--- src/hw/rtl/sit_pkg.sv ---
// Shared types for the segment intersection pipeline.
package sit_pkg;

  // Per-stage load enables, driven by the pipeline control in the top level.
  typedef struct packed {
    logic s1;
    logic s2;
    logic s3;
    logic s4;
  } stage_en_t;

endpackage

--- src/hw/rtl/sit_front.sv ---
// Stage 1: bounding box rejection and coordinate differences.
module sit_front #(
  parameter int COORD_WIDTH = 16
) (
  input  logic                          clk_i,
  input  sit_pkg::stage_en_t            en_i,
  input  logic signed [COORD_WIDTH-1:0] ax0_i,
  input  logic signed [COORD_WIDTH-1:0] ay0_i,
  input  logic signed [COORD_WIDTH-1:0] ax1_i,
  input  logic signed [COORD_WIDTH-1:0] ay1_i,
  input  logic signed [COORD_WIDTH-1:0] bx0_i,
  input  logic signed [COORD_WIDTH-1:0] by0_i,
  input  logic signed [COORD_WIDTH-1:0] bx1_i,
  input  logic signed [COORD_WIDTH-1:0] by1_i,
  output logic                          rej_o,
  output logic signed [COORD_WIDTH:0]   dxa_o,
  output logic signed [COORD_WIDTH:0]   dya_o,
  output logic signed [COORD_WIDTH:0]   dxb_o,
  output logic signed [COORD_WIDTH:0]   dyb_o,
  output logic signed [COORD_WIDTH:0]   ex_o,
  output logic signed [COORD_WIDTH:0]   ey_o,
  output logic signed [COORD_WIDTH:0]   fx_o,
  output logic signed [COORD_WIDTH:0]   fy_o
);

  localparam int DW = COORD_WIDTH + 1;

  logic                 rej_d, rej_q;
  logic signed [DW-1:0] dxa_d, dya_d, dxb_d, dyb_d, ex_d, ey_d, fx_d, fy_d;
  logic signed [DW-1:0] dxa_q, dya_q, dxb_q, dyb_q, ex_q, ey_q, fx_q, fy_q;

  // Sign-extend one coordinate to the difference width
  function automatic logic signed [DW-1:0] sx(input logic signed [COORD_WIDTH-1:0] v);
    sx = $signed({v[COORD_WIDTH-1], v});
  endfunction

  // Strict box test: A entirely left, right, below or above B
  always_comb begin
    rej_d = (ax0_i > bx0_i && ax1_i > bx0_i && ax0_i > bx1_i && ax1_i > bx1_i) ||
            (ax0_i < bx0_i && ax1_i < bx0_i && ax0_i < bx1_i && ax1_i < bx1_i) ||
            (ay0_i > by0_i && ay1_i > by0_i && ay0_i > by1_i && ay1_i > by1_i) ||
            (ay0_i < by0_i && ay1_i < by0_i && ay0_i < by1_i && ay1_i < by1_i);
  end

  // Direction vectors of A and B, offsets of B's endpoints from A's start
  always_comb begin
    dxa_d = sx(ax1_i) - sx(ax0_i);
    dya_d = sx(ay1_i) - sx(ay0_i);
    dxb_d = sx(bx1_i) - sx(bx0_i);
    dyb_d = sx(by1_i) - sx(by0_i);
    ex_d  = sx(bx0_i) - sx(ax0_i);
    ey_d  = sx(by0_i) - sx(ay0_i);
    fx_d  = sx(bx1_i) - sx(ax0_i);
    fy_d  = sx(by1_i) - sx(ay0_i);
  end

  always_ff @(posedge clk_i) begin
    if (en_i.s1) begin
      rej_q <= rej_d;
      dxa_q <= dxa_d;
      dya_q <= dya_d;
      dxb_q <= dxb_d;
      dyb_q <= dyb_d;
      ex_q  <= ex_d;
      ey_q  <= ey_d;
      fx_q  <= fx_d;
      fy_q  <= fy_d;
    end
  end

  assign rej_o = rej_q;
  assign dxa_o = dxa_q;
  assign dya_o = dya_q;
  assign dxb_o = dxb_q;
  assign dyb_o = dyb_q;
  assign ex_o  = ex_q;
  assign ey_o  = ey_q;
  assign fx_o  = fx_q;
  assign fy_o  = fy_q;

endmodule

--- config.mk ---
export PLATFORM = sky130hd
export DESIGN_NAME = sit_front
export DESIGN_NICKNAME = d
export VERILOG_FILES = /design/src/hw/rtl/sit_pkg.sv /design/src/hw/rtl/sit_front.sv
export SDC_FILE = /design/constraint.sdc
export NUM_CORES = 1
export LEC_CHECK = 0
export CAP_MARGIN = 20
export CORE_ASPECT_RATIO = 0.5
export CORE_MARGIN = 3
export CORE_UTILIZATION = 34
export DETAILED_ROUTE_END_ITERATION = 8
export DONT_BUFFER_PORTS = 1
export SLEW_MARGIN = 20
export SYNTH_ARGS = -nofsm -noshare
export SYNTH_HDL_FRONTEND = slang
export SYNTH_SLANG_ARGS = --single-unit
--- constraint.sdc ---
create_clock -name clk_i -period 3.6 [get_ports clk_i]
set_input_delay 0.72 -clock clk_i [delete_from_list [all_inputs] [get_ports clk_i]]
set_output_delay 0.72 -clock clk_i [all_outputs]
set_load 0.05 [all_outputs]
After elaboration in Yosys (flattened, before gate mapping)
Index checks and enable logic that the tools add are counted.
{"block": "op_classes", "mux": 0, "reduce_logical": 15, "n_lt_le_gt_ge": 16, "addsub": 8, "eq_ne": 0, "shift": 0, "bitwise_logic": 0, "mul": 0, "n_div": 0}
{"op": "16-bit by 16-bit subtractor with 17-bit output", "count": 8}
{"op": "16-bit > comparator", "count": 8}
{"op": "16-bit less-than comparator", "count": 8}
{"op": "1-bit logical AND", "count": 12}
{"op": "1-bit logical OR", "count": 3}
{"block": "word_totals", "mem_count": 0, "latch_bits": 0, "in_bits": 133, "mem_bits_rw": 0, "regBits": 137, "elab_cells": 48, "mem_bits_ro": 0, "out_inout_bits": 137}

Logic depth before layout (Yosys ltp)
Gate-level depths: netlist of the first run.
{"block": "depth", "depth_word": 7, "ltp_mapped": 12, "mapped_depth_nobuf": 12}

Worst setup path after synthesis of the first run
Ideal clock, no wire load.
{"block": "synth_timing", "path_kind": "input port to flip-flop", "start": "input port bx0_i[9]", "end": "register rej_q (netlist: rej_o) (data pin)", "n_path_buf": 0, "setup_slack_ns": 0.637, "t_arrival_ns": 2.813, "cell_stages": 11, "setup_time_ns": 0.150, "required_ns": 3.450, "path_cell_list": "inv_1 ha_1 a21o_1 a21o_1 a21o_1 a2111oi_2 mux2_4 nor4_2 and2_1 mux2i_1 o211ai_2"}
{"block": "synth_between", "elab_chain_cells": 7, "elab_cells_between_ends": 13, "cone_classes": "4 x order compare; 9 x reduce/logical"}
{"element": "from (decl)", "line": "sit_front.sv:11", "text": "input logic signed [COORD_WIDTH-1:0] bx0_i,"}
{"element": "16-bit > comparator or 16-bit less-than comparator (tied branches)", "line": "sit_front.sv:39, sit_front.sv:40"}
{"element": "1-bit logical AND, on equally long branches (3 in series)", "line": "sit_front.sv:39, sit_front.sv:40"}
{"element": "1-bit logical OR (*)", "line": "sit_front.sv:39", "text": "rej_d = (ax0_i > bx0_i && ax1_i > bx0_i && ax0_i > bx1_i && ax1_i > bx1_i) ||"}
{"element": "1-bit logical OR (*)", "line": "sit_front.sv:40", "text": "(ax0_i < bx0_i && ax1_i < bx0_i && ax0_i < bx1_i && ax1_i < bx1_i) ||"}
{"element": "1-bit logical OR (*)", "line": "sit_front.sv:41", "text": "(ay0_i > by0_i && ay1_i > by0_i && ay0_i > by1_i && ay1_i > by1_i) ||"}
{"element": "net rej_d", "line": "sit_front.sv:28", "text": "logic rej_d, rej_q;"}
{"element": "to (signal assigned)", "line": "sit_front.sv:59", "text": "rej_q <= rej_d;"}
{"element": "to (decl)", "line": "sit_front.sv:28"}
Mark *: on every way through the listed nets, which the timed path passes. The rest lies on a longest branch.
A chain may end at the register's enable or synchronous reset.

Final worst setup path of the first run
{"block": "layout_timing", "start": "input port ax0_i[1]", "end": "register rej_q (netlist: rej_o) (data pin)"}
{"block": "layout_between", "elab_chain_cells": 7, "elab_cells_between_ends": 13, "cone_classes": "4 x order compare; 9 x reduce/logical"}
{"element": "from (decl)", "line": "sit_front.sv:7", "text": "input logic signed [COORD_WIDTH-1:0] ax0_i,"}
{"element": "16-bit > comparator or 16-bit less-than comparator (tied branches)", "line": "sit_front.sv:39, sit_front.sv:40"}
{"element": "1-bit logical AND, on equally long branches (3 in series)", "line": "sit_front.sv:39, sit_front.sv:40"}
{"element": "1-bit logical OR (*)", "line": "sit_front.sv:39"}
{"element": "1-bit logical OR (*)", "line": "sit_front.sv:40"}
{"element": "1-bit logical OR (*)", "line": "sit_front.sv:41"}
{"element": "net rej_d", "line": "sit_front.sv:28"}
Marked as above.

==> run metrics, run 1 <==
setup bufs post-CTS 0; max-cap violations 0; Nets 1,545; leakage power 5.647 nW; final worst slack 612.9 ps; kind of critical path in2reg; Peak supply drop 0.2482 mV; maximum root-to-sink buffer count 2; top cells by area, synth edfxtp_1, ha_1, xnor2_1; number of global-route vias before repair 9,106; core outline area 0.03346 mm²; Sink Count 137; 1st-iter DRT viols 557; ant diodes 0; Slew HR 57.30%; Worst EP arrival 3180 ps; post-synth top area share 35.26%; final number of max-transition violations 0; flop and latch count out of synthesis 137; count of cell types in the netlist 72; Final Setup Violations 0; critical path capture point type flop; GRT Util Overall 19.16%; Peak Freq 334.8 MHz; Remaining Overflow, GRT 0; first-pass iteration count of the detailed router 5; P&R area growth vs syn 9.941%; Routed Antenna Nets 0; Pwr Density 490.2 mW/mm²; Mapped Cells 1,192; status finished, final reports clean; vias 9,039; Initial Util 34.87%; Post-Syn Area per Cell 9.788 µm²; detailed-route wire length per cell 21.65 µm; Startpoint Class primary input; FP Rows 47; Num CTS Buffers 17; IO Port Bufs 0; TritonCTS clock tree built; Ys Warns 0; Die ar. 0.03671 mm²; Post-synth top flop edfxtp_1; DP Worst Slack 209.3 ps; footprint of the multi-input gates 0.006969 mm²; Fill cells 3,213; hpwl dp 29,690 µm; most common cell after layout, fill and taps aside ha_1; largest net degree at the start of global routing 138; sequential-to-total area share from yosys stat 35.26%; CTS Root Cell clkbuf_16; syn_nets 1,529; Die Width 268.0 µm; CTS resizes 0; Async SR Flop Fraction 0%; Hold Vio Cnt, Final 0; antenna violations before repair 0; share of cells above drive strength 1 4.341%; DRC errors left 0; Yosys top cell by area edfxtp_1; unrepaired setup endpoints after global routing no; chip height 137.0 µm; Worst EP required 3790 ps; critical path fanouts, max 4; DRT Wirelength 35,990 µm; H-tree level count 4; IO Pins 270; drt via density 5.439; min Tclk post-route 2987 ps; first-pass GRT wire length 52,650 µm; Mapped Area 0.01167 mm²; most frequent cells in the layout ha_1, inv_1, edfxtp_1; worst min path class in2reg; setup TNS 0 ps; Slew @ Worst Pin 637.6 ps; register clock-pin slew on the reported worst setup and hold paths 60 ps; Hold-fix buffers, CTS 0; EDFF count, synth 137; RePlAce Congestion 0.9322; final period utilization 82.98%; register area 0.004114 mm²
-- flip-flops by register name, summed over array words and instances (netlist names) --
name / cells
dxa_o: 17
dxb_o: 17
dya_o: 17
dyb_o: 17
ex_o: 17
ey_o: 17
fx_o: 17
fy_o: 17
rej_o: 1
-- metrics by stage --
step,power (mW),area [µm²],hold WS [ps],instances,util [%]
final,6.288,12830,390.9,1662,38.34
after global routing,6.565,12830,369.9,1662,38.34
after CTS,6.332,12830,374.4,1662,38.34
after detailed placement,4.451,12220,844.2,1630,36.52
after global placement,4.428,12220,847.4,1630,36.52
after floorplan,4.069,11670,832.5,1192,-
-- logic make-up after synthesis --
family                     count (synthesis)  synth area share (%)
buffers and inverters                    155                 5.008
and+or+nand+nor                          306                 13.39
AOI/OAI and AO/OA                        292                 16.34
muxes                                     11                 1.072
adders and majority gates                204                 22.39
xor gates and xnor gates                  87                 6.531
DFF                                      137                 35.26
-- final cells by class --
cell class                      count  area share (%)
Clock buffer                       17           3.316
Clock inverter                     15           1.424
Inverter                          149           4.380
Multi-Input combinational cell    900           54.33
Sequential cell                   137           32.07
Tap cell                          441           4.302
Timing Repair Buffer                3          0.1756
-- critical path, stage by stage --
cell and delay, ps:
inv_1 60, ha_1 330, nor2b_1 150, o31a_1 260
o31ai_1 410, a21oi_1 260, a41oi_1 350, a21oi_1 160
and3_1 200, o21ai_1 150, o211ai_2 110
-- cell usage after synthesis, types with 14 or more instances --
cell type / count
a21o_1: 37
a21oi_1: 94
edfxtp_1: 137
ha_1: 196
inv_1: 145
nand2_1: 69
nand2b_1: 25
nand3_1: 22
nand4_1: 24
nor2_1: 74
nor2b_1: 21
nor3_1: 25
o21a_1: 17
o21ai_0: 17
o21ai_1: 37
xnor2_1: 73
xor2_1: 14
-- per-layer routing --
metal  track usage (%)  part of all wire (%)
met5                 0                     0
met4             7.557                   3.4
met3             4.742                   4.4
met2             34.88                    51
met1             21.73                    41
-- worst paths after layout --
| kind | start | to | slack [ps] | cells after the start |
|---|---|---|---|---|
| worst min-delay path | en_i[3] | dyb_o[11]$_DFFE_PP_ | 390 | 0 |
| worst max-delay path | ax0_i[1] | rej_o$_DFFE_PP_ | 610 | 11 |
-- power by group --
group | leakage, nW | internal (mW) | switching, mW
clock network | 0.293 | 1.14 | 0.716
registers | 1.34 | 2.11 | 0.964
logic | 4.01 | 0.579 | 0.773
No activity file was read; power rests on OpenSTA's default activity.
==> run 2: changes to the inputs <==
clock period = 2.99 ns   (was 3.6 ns; I/O delays follow)
==> run metrics, run 2 (synthesis gave the netlist of run 1 again) <==
status finished, final reports clean; largest net degree at the start of global routing 138 (unchanged); DP Worst Slack -146.7 ps (-356.0 ps); critical path fanouts, max 2 (-2); Initial Util 34.87% (unchanged); Die ar. 0.03671 mm² (unchanged); Slew @ Worst Pin 559.9 ps (-77.61 ps); max-cap violations 0 (unchanged); chip height 137.0 µm (unchanged); most frequent cells in the layout ha_1, inv_1, edfxtp_1; GRT Util Overall 20.04% (+0.88 points); maximum root-to-sink buffer count 2 (unchanged); Routed Antenna Nets 0 (unchanged); crit path to dyb_o[16]$_DFFE_PP_; critical path capture point type flop; final number of max-transition violations 0 (unchanged); detailed-route wire length per cell 20.93 µm (-3.3%); IO Port Bufs 0 (unchanged); Peak Freq 373.6 MHz; Die Width 268.0 µm (unchanged); Final Setup Violations 0 (unchanged); min Tclk post-route 2676 ps; Peak supply drop 0.2937 mV (+18%); Worst EP arrival 2870 ps (-310 ps); Pwr Density 557.2 mW/mm² (+14%); Startpoint Class primary input; leakage power 6.204 nW (+9.9%); DRT Wirelength 37,260 µm (+3.6%); FP Rows 47 (unchanged); kind of critical path in2reg; Cell Area, Placed 0.01310 mm² (+7.2%); Final Total Pwr 7.613 mW (+21%); RePlAce Congestion 0.9166 (-1.7%); hpwl dp 30,920 µm (+4.2%); unrepaired setup endpoints after global routing no; DRC errors left 0 (unchanged); first-pass iteration count of the detailed router 5 (unchanged); Top Layer Used met4; Hold-fix buffers, CTS 0 (unchanged); post-layout util 40.83% (+2.5 points); first-pass GRT wire length 55,750 µm (+5.9%); H-tree level count 4 (unchanged); Hold Vio Cnt, Final 0 (unchanged); IO Pins 270 (unchanged); metal2 WL 19,170 µm (+5.1%); Nets 1,662 (+7.6%); share of cells above drive strength 1 12.93% (+8.6 points); setup bufs post-CTS 0 (unchanged); number of global-route vias before repair 9,607 (+5.5%); Worst EP required 3180 ps (-610 ps); antenna violations before repair 1 (+1); core outline area 0.03346 mm² (unchanged); Sink Count 137 (unchanged); drt via density 5.356 (-1.5%); met3 wire length 1587 µm (-0.75%); P&R area growth vs syn 17.09%; final worst slack 313.7 ps (-299.2 ps); final period utilization 89.51%; Met1 Wirelength 15,420 µm (+3.3%); register clock-pin slew on the reported worst setup and hold paths 60 ps (about the same); 1st-iter DRT viols 552 (-0.90%); TritonCTS clock tree built; post-route cell area 0.01366 mm² (+6.5%); Num CTS Buffers 17 (unchanged); vias 9,534 (+5.5%); CP Launch Point by1_i[0]; most common cell after layout, fill and taps aside ha_1; Slew HR 62.75% (+5.5 points); CTS resizes 0 (unchanged); Remaining Overflow, GRT 0 (unchanged); CTS Root Cell clkbuf_16; worst min path class in2reg
[run 2: cell count changes in the layout (fill, tap and decap cells not counted), sizes merged]
cell    previous run  this run
diode              0         1
clkinv            11        12
clkbuf            17        18
buf                3       120
bufinv             4         2
[run 2: area by class of cell]
cell class / count / area [µm²]
Fill cell: 3201 / 19800
Tap cell: 441 / 551.8
Timing Repair Buffer: 120 / 900.9
Antenna cell: 1 / 2.502
Clock inverter: 14 / 132.6
Sequential cell: 137 / 4114
Clock buffer: 18 / 429.2
Multi-Input combinational cell: 900 / 6969
Inverter: 149 / 561.8
[run 2: worst min path at each step]
| stage | start | endpoint | slack [ps] | cells past startpoint |
|---|---|---|---|---|
| floorplan | en_i[3] | dxa_o[0]$_DFFE_PP_ | 710 | 0 |
| global placement | en_i[3] | dya_o[12]$_DFFE_PP_ | 730 | 0 |
| detailed placement | en_i[3] | dya_o[12]$_DFFE_PP_ | 720 | 0 |
| CTS | en_i[3] | dya_o[12]$_DFFE_PP_ | 250 | 0 |
| global route | en_i[3] | dya_o[12]$_DFFE_PP_ | 240 | 0 |
| finish | en_i[3] | dya_o[12]$_DFFE_PP_ | 280 | 0 |
[run 2: power by group]
group	total, mW	leakage, nW	switching [mW]	internal [mW]
Combinational	1.82	4.58	0.972	0.848
Sequential	3.71	1.34	1.17	2.54
Clock	2.09	0.279	0.872	1.21
[run 2: routing by layer]
metal	global-route usage (%)	vias up
met5	0	-
met4	6.530	0
met3	4.652	57
met2	36.96	230
met1	23.06	4614
li1	-	4633
[run 2: metrics by stage]
step,setup TNS [ps],cells,hold WS [ps]
floorplan,0,1192,710.5
detailed placement,-666.9,1747,720.7
global placement,-468.3,1747,726.1
global route,0,1780,244.7
finish,0,1780,275.3
CTS,0,1779,252.8
[run 2: critical path, stage by stage]
cell and delay (ps):
inv_1 40, ha_1 200, fa_1 400, nor2b_1 130, o21a_1 170, o21ai_1 110, a21oi_1 220, a41oi_1 230
a21oi_1 240, a41o_1 230, nor3_1 50, mux2_2 250
==> run 3: changes to the inputs <==
REMOVE_ABC_BUFFERS = 1   (was default)
clock period = 2.89 ns   (was 2.99 ns; I/O delays follow)
==> run metrics, run 3 (synthesis gave the netlist of run 1 again) <==
unrepaired setup endpoints after global routing no; post-route cell area 0.01402 mm² (+2.6%); Startpoint Class primary input; maximum root-to-sink buffer count 2 (unchanged); FP Rows 47 (unchanged); GRT Util Overall 20.04% (about the same); detailed-route wire length per cell 20.67 µm (-1.3%); RePlAce Congestion 0.9100 (-0.72%); hpwl dp 31,310 µm (+1.2%); first-pass iteration count of the detailed router 5 (unchanged); final cell count without fillers 1,815 (+2.0%); core outline area 0.03346 mm² (unchanged); Peak Freq 365.6 MHz; 1st-iter DRT viols 495 (-10%); slowest CP cell fa_1; Hold WS 263.2 ps (-12.08 ps); Die ar. 0.03671 mm² (unchanged); number of global-route vias before repair 9,772 (+1.7%); first-pass GRT wire length 55,340 µm (-0.74%); worst min-delay path startpoint en_i[3]; Worst EP required 3090 ps (-90 ps); Nets 1,697 (+2.1%); setup bufs post-CTS 0 (unchanged); worst min path class in2reg; Critical Path Max Stage Delay 420 ps (+20 ps); drt via density 5.302 (-1.0%); most frequent cells in the layout ha_1, buf_4, inv_1; critical path capture point type flop; CTS Root Cell clkbuf_16; DRC errors left 0 (unchanged); TritonCTS clock tree built; antenna violations before repair 2 (+1); Final Setup Violations 0 (unchanged); worst hold path cell count 0 (unchanged); Inst Count DP 1,782 (+2.0%); most common cell after layout, fill and taps aside ha_1; Peak supply drop 0.2500 mV (-15%); CTS resizes 0 (unchanged); largest net degree at the start of global routing 138 (unchanged); Initial Util 34.87% (unchanged); final number of max-transition violations 0 (unchanged); Critical Path Most Common Cell o21ai_1; Worst EP arrival 2940 ps (+70 ps); vias 9,623 (+0.93%); register clock-pin slew on the reported worst setup and hold paths 60 ps (about the same); Fill cells 3,198 (-0.094%); DRT Wirelength 37,520 µm (+0.68%); min Tclk post-route 2736 ps; IO Port Bufs 0 (unchanged); final period utilization 94.66%; Hold Vio Cnt, Final 0 (unchanged); Pwr Density 591.0 mW/mm² (+6.1%); Remaining Overflow, GRT 0 (unchanged); hold endpoint dya_o[12]$_DFFE_PP_; share of cells above drive strength 1 15.00% (+2.1 points); H-tree level count 4 (unchanged); post-layout util 41.90% (+1.1 points); critical path fanouts, max 3 (+1); Cell Area, Placed 0.01336 mm² (+2.0%); P&R area growth vs syn 20.15%; leakage power 6.408 nW (+3.3%); Die Width 268.0 µm (unchanged); Hold-fix buffers, CTS 0 (unchanged); kind of critical path in2reg; status finished, final reports clean; max-cap violations 0 (unchanged); CP Cell Sequence inv_1 > ha_1 > fa_1 > nor2b_1 > o21ai_1 > a21boi_1 > o21ai_1 > a211oi_1 > o21ai_1 > a21boi_1 > o221a_1 > o2bb2ai_1; Slew @ Worst Pin 559.8 ps (-0.1630 ps); Slew HR 62.76% (about the same); Num CTS Buffers 17 (unchanged); Routed Antenna Nets 0 (unchanged); Sink Count 137 (unchanged); IO Pins 270 (unchanged); chip height 137.0 µm (unchanged)
## run 3: cell type report
cell class / instances / area, µm² / area share [%]
Tap cell: 441 / 551.8 / 3.936
Timing Repair Buffer: 155 / 1164 / 8.301
Multi-Input combinational cell: 900 / 6969 / 49.71
Antenna cell: 1 / 2.502 / 0.01785
Clock inverter: 15 / 230.2 / 1.642
Sequential cell: 137 / 4114 / 29.35
Clock buffer: 17 / 425.4 / 3.035
Inverter: 149 / 561.8 / 4.008
## run 3: how the worst max path moves through the flow
stage | from | to | depth (start not counted)
floorplan | bx0_i[9] | rej_o$_DFFE_PP_ | 11
global placement | by1_i[0] | fy_o[16]$_DFFE_PP_ | 12
detailed placement | by1_i[0] | fy_o[16]$_DFFE_PP_ | 12
CTS | by1_i[0] | fy_o[16]$_DFFE_PP_ | 12
global route | by1_i[0] | fy_o[16]$_DFFE_PP_ | 12
finish | by1_i[0] | fy_o[16]$_DFFE_PP_ | 12
## run 3: metrics by stage
| step | TNS, ps | total power, mW | setup slack, ps |
|---|---|---|---|
| after floorplan | 0 | 5.069 | 69.00 |
| after global placement | -1953 | 5.757 | -286.6 |
| after detailed placement | -2112 | 5.797 | -282.8 |
| after CTS | 0 | 8.350 | 178.3 |
| after global routing | 0 | 8.644 | 25.31 |
| final | 0 | 8.285 | 154.4 |
## run 3: where the power goes
group	total, mW	internal [mW]	switching [mW]
Clock	2.52	1.60	0.914
Combinational	1.94	0.919	1.02
Sequential	3.83	2.63	1.20
Total	8.28	5.15	3.13
## run 3: critical path: cells and delay by family
| family | cells | cell delay (ps) |
|---|---|---|
| compound gates | 8 | 1570 |
| simple gates | 1 | 130 |
| buf+inv | 1 | 30 |
| fa+ha+maj | 2 | 630 |
## run 3: metal layers
metal	part of all wire, %	GRT usage [%]	routed length, µm
met2	52	37.63	19540
met4	2.8	7.527	1037
met5	0.035	0	13
met3	4.3	4.114	1618
met1	41	22.48	15300
